File: src/sv/mms_pkg.sv
// Shared types and constants of the mean/median slew filter.
// No dependencies; every other file of the block but mms_div imports this package.
package mms_pkg;

  // Width of the sample and value fields and of the configuration data.
  localparam int unsigned DATA_W = 12;
  localparam int unsigned CFG_IDX_W = 2;

  localparam logic [DATA_W-1:0] CENTER_RESET = 12'd2048;
  localparam logic [DATA_W-1:0] STEP_RESET   = 12'd8;

  typedef enum logic [CFG_IDX_W-1:0] {
    CFG_ENABLE = 2'd0,
    CFG_CENTER = 2'd1,
    CFG_STEP   = 2'd2
  } mms_cfg_e;

  // Operation applied to the whole row of sort cells at once.
  typedef struct packed {
    logic del;
    logic ins;
    logic rot;
  } mms_cell_ctl_t;

endpackage

File: src/sv/mms_if.sv
// Valid/ready channel interfaces for the sample input and the value output.
// Depends on mms_pkg for the field width.
interface mms_sample_if import mms_pkg::*; ();
  logic              valid;
  logic              ready;
  logic [DATA_W-1:0] sample;

  modport source (output valid, output sample, input ready);
  modport sink   (input valid, input sample, output ready);
endinterface

interface mms_value_if import mms_pkg::*; ();
  logic              valid;
  logic              ready;
  logic [DATA_W-1:0] value;

  modport source (output valid, output value, input ready);
  modport sink   (input valid, input value, output ready);
endinterface

File: src/sv/mean_median_slew_filter.sv
// Mean/median slew filter for slow ADC samples. With filtering on, an accepted sample
// goes through these steps before the next sample can be taken: the transfer, the
// removal of the oldest sample from a sorted row of cells once the window is full,
// and the insertion of the new sample. Next, a run in which the row rotates once
// past its head to pick out the median while a one-bit-a-cycle divider forms the mean;
// the slower of the two sets the length of the run. Last, the target, the slew step
// and the load of the output register. The result is valid once it sits in the output
// register. One sample is in work at a time; the next is taken once the result sits in
// the output register, so a stalled output adds its stall to the item. With filtering
// off, the masked sample comes back and no state changes. Reset starts an empty window
// and a filtered value at code 2048.
module mean_median_slew_filter import mms_pkg::*; #(
  parameter int unsigned WINDOW_DEPTH = 8,
  parameter int unsigned SAMPLE_BITS  = 12
) (
  input  logic                 clk_i,
  input  logic                 rst_ni,
  mms_sample_if.sink           in_i,
  mms_value_if.source          out_o,
  input  logic                 cfg_we_i,
  input  logic [CFG_IDX_W-1:0] cfg_idx_i,
  input  logic [DATA_W-1:0]    cfg_data_i
);

  localparam int unsigned SB      = SAMPLE_BITS;
  localparam int unsigned WD      = WINDOW_DEPTH;
  localparam int unsigned CW      = $clog2(WD + 1);
  localparam int unsigned SW      = SB + CW;
  localparam int unsigned FW      = (SB > DATA_W) ? SB : DATA_W;
  localparam int unsigned RUN_LEN = (WD > SB) ? WD : SB;
  localparam int unsigned KW      = $clog2(RUN_LEN + 1);

  typedef enum logic [2:0] {
    S_IDLE, S_DEL, S_INS, S_RUN, S_TGT, S_SLEW, S_DONE
  } state_e;

  state_e            state_q;
  logic              enable_q;
  logic [DATA_W-1:0] center_q;
  logic [DATA_W-1:0] step_q;

  logic [CW-1:0]     fill_q;
  logic [SW-1:0]     sum_q;
  logic [KW-1:0]     k_q;
  logic [FW-1:0]     filtered_q, filt_d;
  logic              out_valid_q;
  logic [DATA_W-1:0] out_val_q;
  logic [DATA_W-1:0] res_q;
  logic [SB-1:0]     x_q, lo_q, hi_q, target_q, target_d;
  logic [SB-1:0]     line_q [WD];

  logic [SB-1:0]     raw;
  logic              in_xfer;
  logic              full;
  logic [SB-1:0]     oldest;
  logic [CW-1:0]     lo_idx, hi_idx;
  logic [SB:0]       med_sum, tgt_sum;
  logic [SB-1:0]     mean;
  logic              div_start;
  mms_cell_ctl_t     ctl;

  logic [SB-1:0]     cell_val [WD];
  logic              cell_vld [WD];
  logic              cell_lt  [WD];
  logic              cell_gt  [WD];

  assign raw     = SB'(in_i.sample);
  assign in_xfer = in_i.valid && in_i.ready;
  assign full    = fill_q == CW'(WD);
  assign oldest  = line_q[WD-1];
  assign lo_idx  = (fill_q - 1'b1) >> 1;
  assign hi_idx  = fill_q >> 1;

  assign in_i.ready  = state_q == S_IDLE;
  assign out_o.valid = out_valid_q;
  assign out_o.value = out_val_q;

  assign ctl = '{
    del: (state_q == S_DEL) && full,
    ins: state_q == S_INS,
    rot: (state_q == S_RUN) && (k_q < KW'(WD))
  };
  assign div_start = state_q == S_INS;

  // Configuration registers.
  always_ff @(posedge clk_i or negedge rst_ni) begin
    if (!rst_ni) begin
      enable_q <= 1'b1;
      center_q <= CENTER_RESET;
      step_q   <= STEP_RESET;
    end else if (cfg_we_i) begin
      case (mms_cfg_e'(cfg_idx_i))
        CFG_ENABLE: enable_q <= cfg_data_i[0];
        CFG_CENTER: center_q <= cfg_data_i;
        CFG_STEP:   step_q   <= cfg_data_i;
        default:    ;
      endcase
    end
  end

  // Sorted row of cells: cell 0 holds the smallest filled sample.
  for (genvar i = 0; i < WD; i++) begin : g_cell
    logic [SB-1:0] l_val, r_val;
    logic          l_vld, l_lt, r_vld, r_gt;

    if (i == 0) begin : g_head
      assign l_val = '0;
      assign l_vld = 1'b0;
      assign l_lt  = 1'b0;
    end else begin : g_body
      assign l_val = cell_val[i-1];
      assign l_vld = cell_vld[i-1];
      assign l_lt  = cell_lt[i-1];
    end

    if (i == WD - 1) begin : g_tail
      // The tail takes the head while rotating and an empty slot on removal.
      assign r_val = cell_val[0];
      assign r_vld = ctl.rot && cell_vld[0];
      assign r_gt  = 1'b1;
    end else begin : g_mid
      assign r_val = cell_val[i+1];
      assign r_vld = cell_vld[i+1];
      assign r_gt  = cell_gt[i+1];
    end

    mms_cell #(.W(SB)) u_cell (
      .clk_i       (clk_i),
      .rst_ni      (rst_ni),
      .ctl_i       (ctl),
      .key_ins_i   (x_q),
      .key_del_i   (oldest),
      .left_val_i  (l_val),
      .left_vld_i  (l_vld),
      .left_lt_i   (l_lt),
      .right_val_i (r_val),
      .right_vld_i (r_vld),
      .right_gt_i  (r_gt),
      .val_o       (cell_val[i]),
      .vld_o       (cell_vld[i]),
      .lt_o        (cell_lt[i]),
      .gt_o        (cell_gt[i])
    );
  end

  mms_div #(.QW(SB), .DW(CW)) u_div (
    .clk_i   (clk_i),
    .rst_ni  (rst_ni),
    .start_i (div_start),
    .num_i   (sum_q),
    .den_i   (fill_q),
    .quo_o   (mean)
  );

  assign med_sum  = (SB+1)'(lo_q) + (SB+1)'(hi_q);
  assign tgt_sum  = (SB+1)'(mean) + (SB+1)'(med_sum[SB:1]);
  assign target_d = tgt_sum[SB:1];

  // Slew limit: jump from the center code, otherwise fixed steps outside the dead band.
  always_comb begin
    logic [FW-1:0] tg, ce, th, up, dn;
    tg     = FW'(target_q);
    ce     = FW'(center_q);
    th     = FW'(step_q);
    up     = tg - filtered_q;
    dn     = filtered_q - tg;
    filt_d = filtered_q;
    if (filtered_q == ce) begin
      filt_d = tg;
    end else if (tg > filtered_q) begin
      if (up > th) begin
        filt_d = filtered_q + th;
      end
    end else if (dn > th) begin
      filt_d = filtered_q - th;
    end
  end

  always_ff @(posedge clk_i or negedge rst_ni) begin
    if (!rst_ni) begin
      state_q     <= S_IDLE;
      fill_q      <= '0;
      sum_q       <= '0;
      k_q         <= '0;
      filtered_q  <= FW'(CENTER_RESET);
      out_valid_q <= 1'b0;
    end else begin
      if (state_q == S_DONE && (!out_valid_q || out_o.ready)) begin
        out_valid_q <= 1'b1;
      end else if (out_o.ready) begin
        out_valid_q <= 1'b0;
      end
      case (state_q)
        S_IDLE: begin
          if (in_xfer) begin
            state_q <= enable_q ? S_DEL : S_DONE;
          end
        end
        S_DEL: begin
          if (full) begin
            sum_q <= sum_q - SW'(oldest) + SW'(x_q);
          end else begin
            sum_q  <= sum_q + SW'(x_q);
            fill_q <= fill_q + 1'b1;
          end
          state_q <= S_INS;
        end
        S_INS: begin
          k_q     <= '0;
          state_q <= S_RUN;
        end
        S_RUN: begin
          k_q <= k_q + 1'b1;
          if (k_q == KW'(RUN_LEN - 1)) begin
            state_q <= S_TGT;
          end
        end
        S_TGT: begin
          state_q <= S_SLEW;
        end
        S_SLEW: begin
          filtered_q <= filt_d;
          state_q    <= S_DONE;
        end
        S_DONE: begin
          if (!out_valid_q || out_o.ready) begin
            state_q <= S_IDLE;
          end
        end
        default: state_q <= S_IDLE;
      endcase
    end
  end

  // Payload registers.
  always_ff @(posedge clk_i) begin
    if (in_xfer) begin
      x_q   <= raw;
      res_q <= DATA_W'(raw);
    end
    if (state_q == S_DEL) begin
      line_q[0] <= x_q;
      for (int unsigned i = 1; i < WD; i++) begin
        line_q[i] <= line_q[i-1];
      end
    end
    // The head of the rotating row shows the k-th smallest sample.
    if (state_q == S_RUN && k_q == KW'(lo_idx)) begin
      lo_q <= cell_val[0];
    end
    if (state_q == S_RUN && k_q == KW'(hi_idx)) begin
      hi_q <= cell_val[0];
    end
    if (state_q == S_TGT) begin
      target_q <= target_d;
    end
    if (state_q == S_SLEW) begin
      res_q <= DATA_W'(filt_d);
    end
    if (state_q == S_DONE && (!out_valid_q || out_o.ready)) begin
      out_val_q <= res_q;
    end
  end

endmodule

File: src/sv/mms_cell.sv
// One cell of the sorted sample row: holds a value and a valid bit.
// Depends on mms_pkg for the row control struct.
module mms_cell import mms_pkg::*; #(
  parameter int unsigned W = 12
) (
  input  logic          clk_i,
  input  logic          rst_ni,
  input  mms_cell_ctl_t ctl_i,
  input  logic [W-1:0]  key_ins_i,
  input  logic [W-1:0]  key_del_i,
  input  logic [W-1:0]  left_val_i,
  input  logic          left_vld_i,
  input  logic          left_lt_i,
  input  logic [W-1:0]  right_val_i,
  input  logic          right_vld_i,
  input  logic          right_gt_i,
  output logic [W-1:0]  val_o,
  output logic          vld_o,
  output logic          lt_o,
  output logic          gt_o
);

  logic [W-1:0] val_q, val_d;
  logic         vld_q, vld_d;
  logic         ge;

  // An empty cell acts as plus infinity, so the filled cells stay at the low end.
  assign lt_o = !vld_q || (key_ins_i < val_q);
  assign gt_o = !vld_q || (val_q > key_del_i);
  assign ge   = !vld_q || (val_q >= key_del_i);

  always_comb begin
    val_d = val_q;
    vld_d = vld_q;
    if (ctl_i.rot) begin
      val_d = right_val_i;
      vld_d = right_vld_i;
    end else if (ctl_i.del && ge && right_gt_i) begin
      // The last copy of the removed value and everything above it move down.
      val_d = right_val_i;
      vld_d = right_vld_i;
    end else if (ctl_i.ins && lt_o) begin
      if (left_lt_i) begin
        val_d = left_val_i;
        vld_d = left_vld_i;
      end else begin
        val_d = key_ins_i;
        vld_d = 1'b1;
      end
    end
  end

  always_ff @(posedge clk_i or negedge rst_ni) begin
    if (!rst_ni) begin
      vld_q <= 1'b0;
    end else begin
      vld_q <= vld_d;
    end
  end

  always_ff @(posedge clk_i) begin
    val_q <= val_d;
  end

  assign val_o = val_q;
  assign vld_o = vld_q;

endmodule

File: src/sv/mms_div.sv
// Restoring divider, one quotient bit per cycle, for the window mean.
// Has no dependencies; it uses no package items.
module mms_div #(
  parameter int unsigned QW = 12,
  parameter int unsigned DW = 4
) (
  input  logic             clk_i,
  input  logic             rst_ni,
  input  logic             start_i,
  input  logic [QW+DW-1:0] num_i,
  input  logic [DW-1:0]    den_i,
  output logic [QW-1:0]    quo_o
);

  localparam int unsigned CNT_W = $clog2(QW + 1);

  logic [CNT_W-1:0] cnt_q;
  logic [DW-1:0]    rem_q;
  logic [QW-1:0]    quo_q;
  logic [DW-1:0]    den_q;
  logic [DW:0]      trial;
  logic             fits;

  assign trial = {rem_q, quo_q[QW-1]};
  assign fits  = trial >= {1'b0, den_q};

  always_ff @(posedge clk_i or negedge rst_ni) begin
    if (!rst_ni) begin
      cnt_q <= '0;
    end else if (start_i) begin
      cnt_q <= CNT_W'(QW);
    end else if (cnt_q != '0) begin
      cnt_q <= cnt_q - 1'b1;
    end
  end

  // The upper part of the dividend is already below the divisor, so only the
  // low QW bits need a step each.
  always_ff @(posedge clk_i) begin
    if (start_i) begin
      rem_q <= num_i[QW+DW-1:QW];
      quo_q <= num_i[QW-1:0];
      den_q <= den_i;
    end else if (cnt_q != '0) begin
      rem_q <= fits ? DW'(trial - {1'b0, den_q}) : DW'(trial);
      quo_q <= {quo_q[QW-2:0], fits};
    end
  end

  assign quo_o = quo_q;

endmodule

File: src/flat_wrapper.sv
// flat-port wrapper written by rule: the top's interface ports become plain ports
module mean_median_slew_filter_flat import mms_pkg::*;
#(
  parameter int unsigned WINDOW_DEPTH = 8,
  parameter int unsigned SAMPLE_BITS  = 12
)
  (clk_i, rst_ni, cfg_we_i, cfg_idx_i, cfg_data_i, in_i_valid, in_i_sample, in_i_ready, out_o_valid, out_o_value, out_o_ready);
  mms_sample_if in_i_i ();
  mms_value_if out_o_i ();
  input  logic clk_i;
  input  logic rst_ni;
  input  logic cfg_we_i;
  input  logic [CFG_IDX_W-1:0] cfg_idx_i;
  input  logic [DATA_W-1:0] cfg_data_i;
  input wire logic [$bits(in_i_i.valid)-1:0] in_i_valid;
  input wire logic [$bits(in_i_i.sample)-1:0] in_i_sample;
  output wire logic [$bits(in_i_i.ready)-1:0] in_i_ready;
  output wire logic [$bits(out_o_i.valid)-1:0] out_o_valid;
  output wire logic [$bits(out_o_i.value)-1:0] out_o_value;
  input wire logic [$bits(out_o_i.ready)-1:0] out_o_ready;
  assign in_i_i.valid = in_i_valid;
  assign in_i_i.sample = in_i_sample;
  assign in_i_ready = in_i_i.ready;
  assign out_o_valid = out_o_i.valid;
  assign out_o_value = out_o_i.value;
  assign out_o_i.ready = out_o_ready;
  mean_median_slew_filter #(.WINDOW_DEPTH(WINDOW_DEPTH), .SAMPLE_BITS(SAMPLE_BITS)) u_core (.clk_i(clk_i), .rst_ni(rst_ni), .in_i(in_i_i), .out_o(out_o_i), .cfg_we_i(cfg_we_i), .cfg_idx_i(cfg_idx_i), .cfg_data_i(cfg_data_i));
endmodule
File: config.mk
export PLATFORM = sky130hd
export DESIGN_NAME = mean_median_slew_filter_flat
export DESIGN_NICKNAME = d
export VERILOG_FILES = /design/src/sv/mms_pkg.sv /design/src/sv/mms_if.sv /design/src/sv/mean_median_slew_filter.sv /design/src/sv/mms_cell.sv /design/src/sv/mms_div.sv /design/src/flat_wrapper.sv
export SDC_FILE = /design/constraint.sdc
export NUM_CORES = 1
export LEC_CHECK = 0
export BUFFER_PORTS_ARGS = -buffer_cell sky130_fd_sc_hd__buf_2
export CORE_MARGIN = 1.5
export CORE_UTILIZATION = 40
export DETAILED_ROUTE_END_ITERATION = 12
export HOLD_SLACK_MARGIN = 0.12
export SLEW_MARGIN = 20
export SYNTH_ARGS = -nofsm -noshare
export SYNTH_HDL_FRONTEND = slang
export SYNTH_SLANG_ARGS = --single-unit
File: constraint.sdc
create_clock -name clk_i -period 5.05 [get_ports clk_i]
set_input_delay 0.7575 -clock clk_i [delete_from_list [all_inputs] [get_ports clk_i]]
set_output_delay 0.7575 -clock clk_i [all_outputs]
set_load 0.05 [all_outputs]
==> metrics.yaml <==
pwr:
  p_per_area_mw_per_mm2: 777
  power_w: 0.0210
  irDropWorstVdd_mv: 0.338
  p_leak_nw: 11.9
global_routing:
  grt_max_degree: 95
  overflow: 0
  grt_usage: 0.227
  grt_pass1_vias: 18000
  antenna_found_initial: 0
  grt_pass1_wl_um: 108000
routing:
  ant_nets: 0
  first_iter_violations: 1502
  firstDrtPassIters: 8
  wl_um: 71300
  wl_per_cell_um: 22.5
  drc: 0
  avgViaCountPerCell: 5.67
  vias: 18000
logic_synthesis:
  synth-compound-area-share: 0.147
  synth-edff-count: 284
  yosys.area.top_type: "edfxtp_1"
  yosys_warnings: 0
  synthXorXnorAreaFrac: 0.0313
  ys_async_sr_fraction: 0.213
  synth_top_area_share: 0.350
  synth_top_family_by_area: "adder cells"
  yosys_register_bits: 361
  synth_seq_area_share: 0.429
  synth_area_leaders: "edfxtp_1 35%, ha_1 16%, dfrtp_1 7.5%"
  synth_mux_area_frac: 0.0677
  syn_avg_cell_area_um2: 10.6
  synth-simple-area-share: 0.0957
  ys_types: 82
  yosys.area_share.adder: 0.177
  ys.flop_type: "edfxtp_1"
  syn_nets: 2656
  syn-instance-count: 2292
  syn_area_mm2: 0.0244
layout:
  finalNetCount: 2723
  mostFrequentLayoutCell: "ha_1"
  drive_gt1_frac: 0.0991
  final_cell_mix: "313 x ha_1, 284 x edfxtp_1, 248 x inv_1, 153 x a21oi_1, 131 x mux2i_1"
  area_growth_syn_to_layout_pct: 11.2
timing:
  max_freq_ghz: 0.211
  setup_viol: 0
  finalWorstSetupSlack_ns: 0.315
  rsz0062_at_grt: "false"
  fin_crit_ns: 4.74
  tns_ns: 0
  finalClockSkew_ns: 0.0253
  slew_headroom: 0.352
  fin_crit_sh: 0.938
  hold_viol: 0
  final-max-slew-violation-count: 0
  tightest_slew_ns: 0.970
clock_network:
  clk_latency_ns: 0.59
  postCtsSetupBuffers: 0
  cts_root_buf: "clkbuf_16"
  cts.sinks: 361
  h-tree-depth: 2
  ctsLongestPathBuffers: 3
  cts_made_buffers: 44
  clk_pin_slew_worst_paths_ns: 0.06
  cts_tree: "yes"
floorplanning:
  die_h_um: 250
  die_area_mm2: 0.0624
  start_util: 0.405
  core_area_mm2: 0.0602
  fp-row-count: 90
  io_pins: 45
  die_w_um: 250
critical_path:
  critPathMaxFanout: 7
  r2r-end: "u_core.res_q[11]$_DFFE_PP_"
  arrival_ns: 5.07
  worst_setup_path_end_kind: "flip-flop"
  timing.reg2reg.setup_slack_ns: 0.31
  cp-start-kind: "flip-flop"
  rr_worst_depth: 20
  regToRegStartpoint: "u_core.filtered_q[1]$_DFFE_PN0P_"
  worstSetupPathType: "flip-flop to flip-flop"
  required_ns: 5.39
placed_design:
  gp_congestion: 0.912
  dp_hpwl_um: 52200
  place_ws_ns: 0.138
  portBuffers: 44
min_path:
  worstHoldPathType: "input port to async pin"
outcome:
  status: "complete, no violations"
run:
  cap_violations: 0
state kept, by name, summed over array words and instances (netlist names), 3 cells and up:
register / count
u_core.u_div.cnt_q: 4
u_core.step_q: 12
u_core.u_div.quo_o: 12
u_core.x_q: 12
u_core.sum_q: 16
u_core.line_q: 96
u_core.target_q: 12
u_core.filtered_q: 12
u_core.out_o.value: 12
u_core.u_div.rem_q: 4
u_core.g_cell.u_cell.val_o: 96
u_core.g_cell.u_cell.vld_o: 8
u_core.k_q: 4
u_core.state_q: 3
u_core.lo_q: 12
u_core.fill_q: 4
u_core.hi_q: 12
u_core.res_q: 12
u_core.u_div.den_q: 4
u_core.center_q: 12
per-stage QoR:
step / instances / cell area (µm²) / util / hold slack [ns]
2_1_floorplan: 2292 / 24400 / - / 0.400
3_3_place_gp: 3095 / 25600 / 0.425 / 0.401
3_5_place_dp: 3095 / 25600 / 0.425 / 0.405
4_1_cts: 3173 / 27000 / 0.449 / 0.314
5_1_grt: 3173 / 27100 / 0.450 / 0.341
6_report: 3174 / 27100 / 0.450 / 0.293
cell families after synthesis:
logic type               Yosys count
AO/OA/AOI/OAI                    553
AND/OR/NAND/NOR                  474
flip-flops                       361
adder cells (fa/ha/maj)          333
buffers and inverters            323
multiplexers                     161
XOR/XNOR                          87
per-layer routing:
| metal | share of wire | track usage | vias up |
|---|---|---|---|
| met3 | 0.051 | 0.0278 | 164 |
| met4 | 0.041 | 0.0948 | 0 |
| met5 | 0 | 0 | - |
| li1 | - | - | 8464 |
| met1 | 0.43 | 0.293 | 8799 |
| met2 | 0.47 | 0.382 | 582 |
final cells by class:
cell class                      count  area, µm²
Sequential cell                   361      10500
Clock buffer                       60       1190
Antenna cell                        1       2.50
Clock inverter                     18        218
Multi-Input combinational cell   1608      12700
Tap cell                          782        978
Timing Repair Buffer               94        602
Fill cell                        5607      33100
Inverter                          250        941
critical path, cell delays in order (launching register included):
cell and delay, ns:
dfrtp_2 0.47, ha_1 0.32, a21o_1 0.19, a21o_1 0.20, a21o_1 0.18, a21oi_1 0.23, o21bai_1 0.10, a21o_1 0.26
a221oi_2 0.27, xnor2_1 0.11, ha_1 0.29, nand3_1 0.11, or3_1 0.37, or2_1 0.27, o41ai_4 0.08, nor2_1 0.11
buf_4 0.19, a221o_1 0.34, o21ai_2 0.09, mux2i_1 0.23, nand3_1 0.09
how the worst max path moves through the flow:
stage                                           from                    endpoint  slack [ns]  depth (start not counted)
floorplan           u_core.filtered_q[0]$_DFFE_PN0P_  u_core.res_q[11]$_DFFE_PP_        0.60                         23
global placement    u_core.filtered_q[0]$_DFFE_PN0P_   u_core.res_q[3]$_DFFE_PP_        0.20                         23
detailed placement  u_core.filtered_q[0]$_DFFE_PN0P_   u_core.res_q[3]$_DFFE_PP_        0.14                         23
CTS                 u_core.filtered_q[1]$_DFFE_PN0P_  u_core.res_q[11]$_DFFE_PP_        0.13                         20
global route        u_core.filtered_q[0]$_DFFE_PN0P_  u_core.res_q[11]$_DFFE_PP_        0.01                         23
finish              u_core.filtered_q[1]$_DFFE_PN0P_  u_core.res_q[11]$_DFFE_PP_        0.31                         20
Yosys cell counts (8+ instances only):
library cell and number:
a211oi_1 24, a21o_1 66, a21oi_1 156, a221oi_1 9
a22oi_1 8, a31oi_1 9, and2_1 11, buf_2 22
clkbuf_1 39, dfrtp_1 73, edfxtp_1 284, fa_1 20
ha_1 313, inv_1 249, mux2_2 30, mux2i_1 131
nand2_1 123, nand2b_1 35, nand3_1 23, nand4_1 38
nor2_1 111, nor2b_1 34, nor3_1 44, o211ai_1 12
o21a_1 20, o21ai_0 126, o21ai_1 13, o21bai_1 24
or3_1 10, xnor2_1 66, xor2_1 21
power breakdown:
part,leakage (nW),switching (W),internal [W]
combinational,7.63,0.00688,0.00476
clock,0.687,0.00130,0.00186
sequential,3.57,0.00125,0.00500
total,11.9,0.00943,0.0116
what timing repair did:
action / in CTS / in global routing
endpoints found under the hold margin: 0 / 0
setup endpoints to repair: 0 / 16
gates resized for setup: 0 / 10
hold buffers: 0 / 0
(Power assumes the default switching activity.)
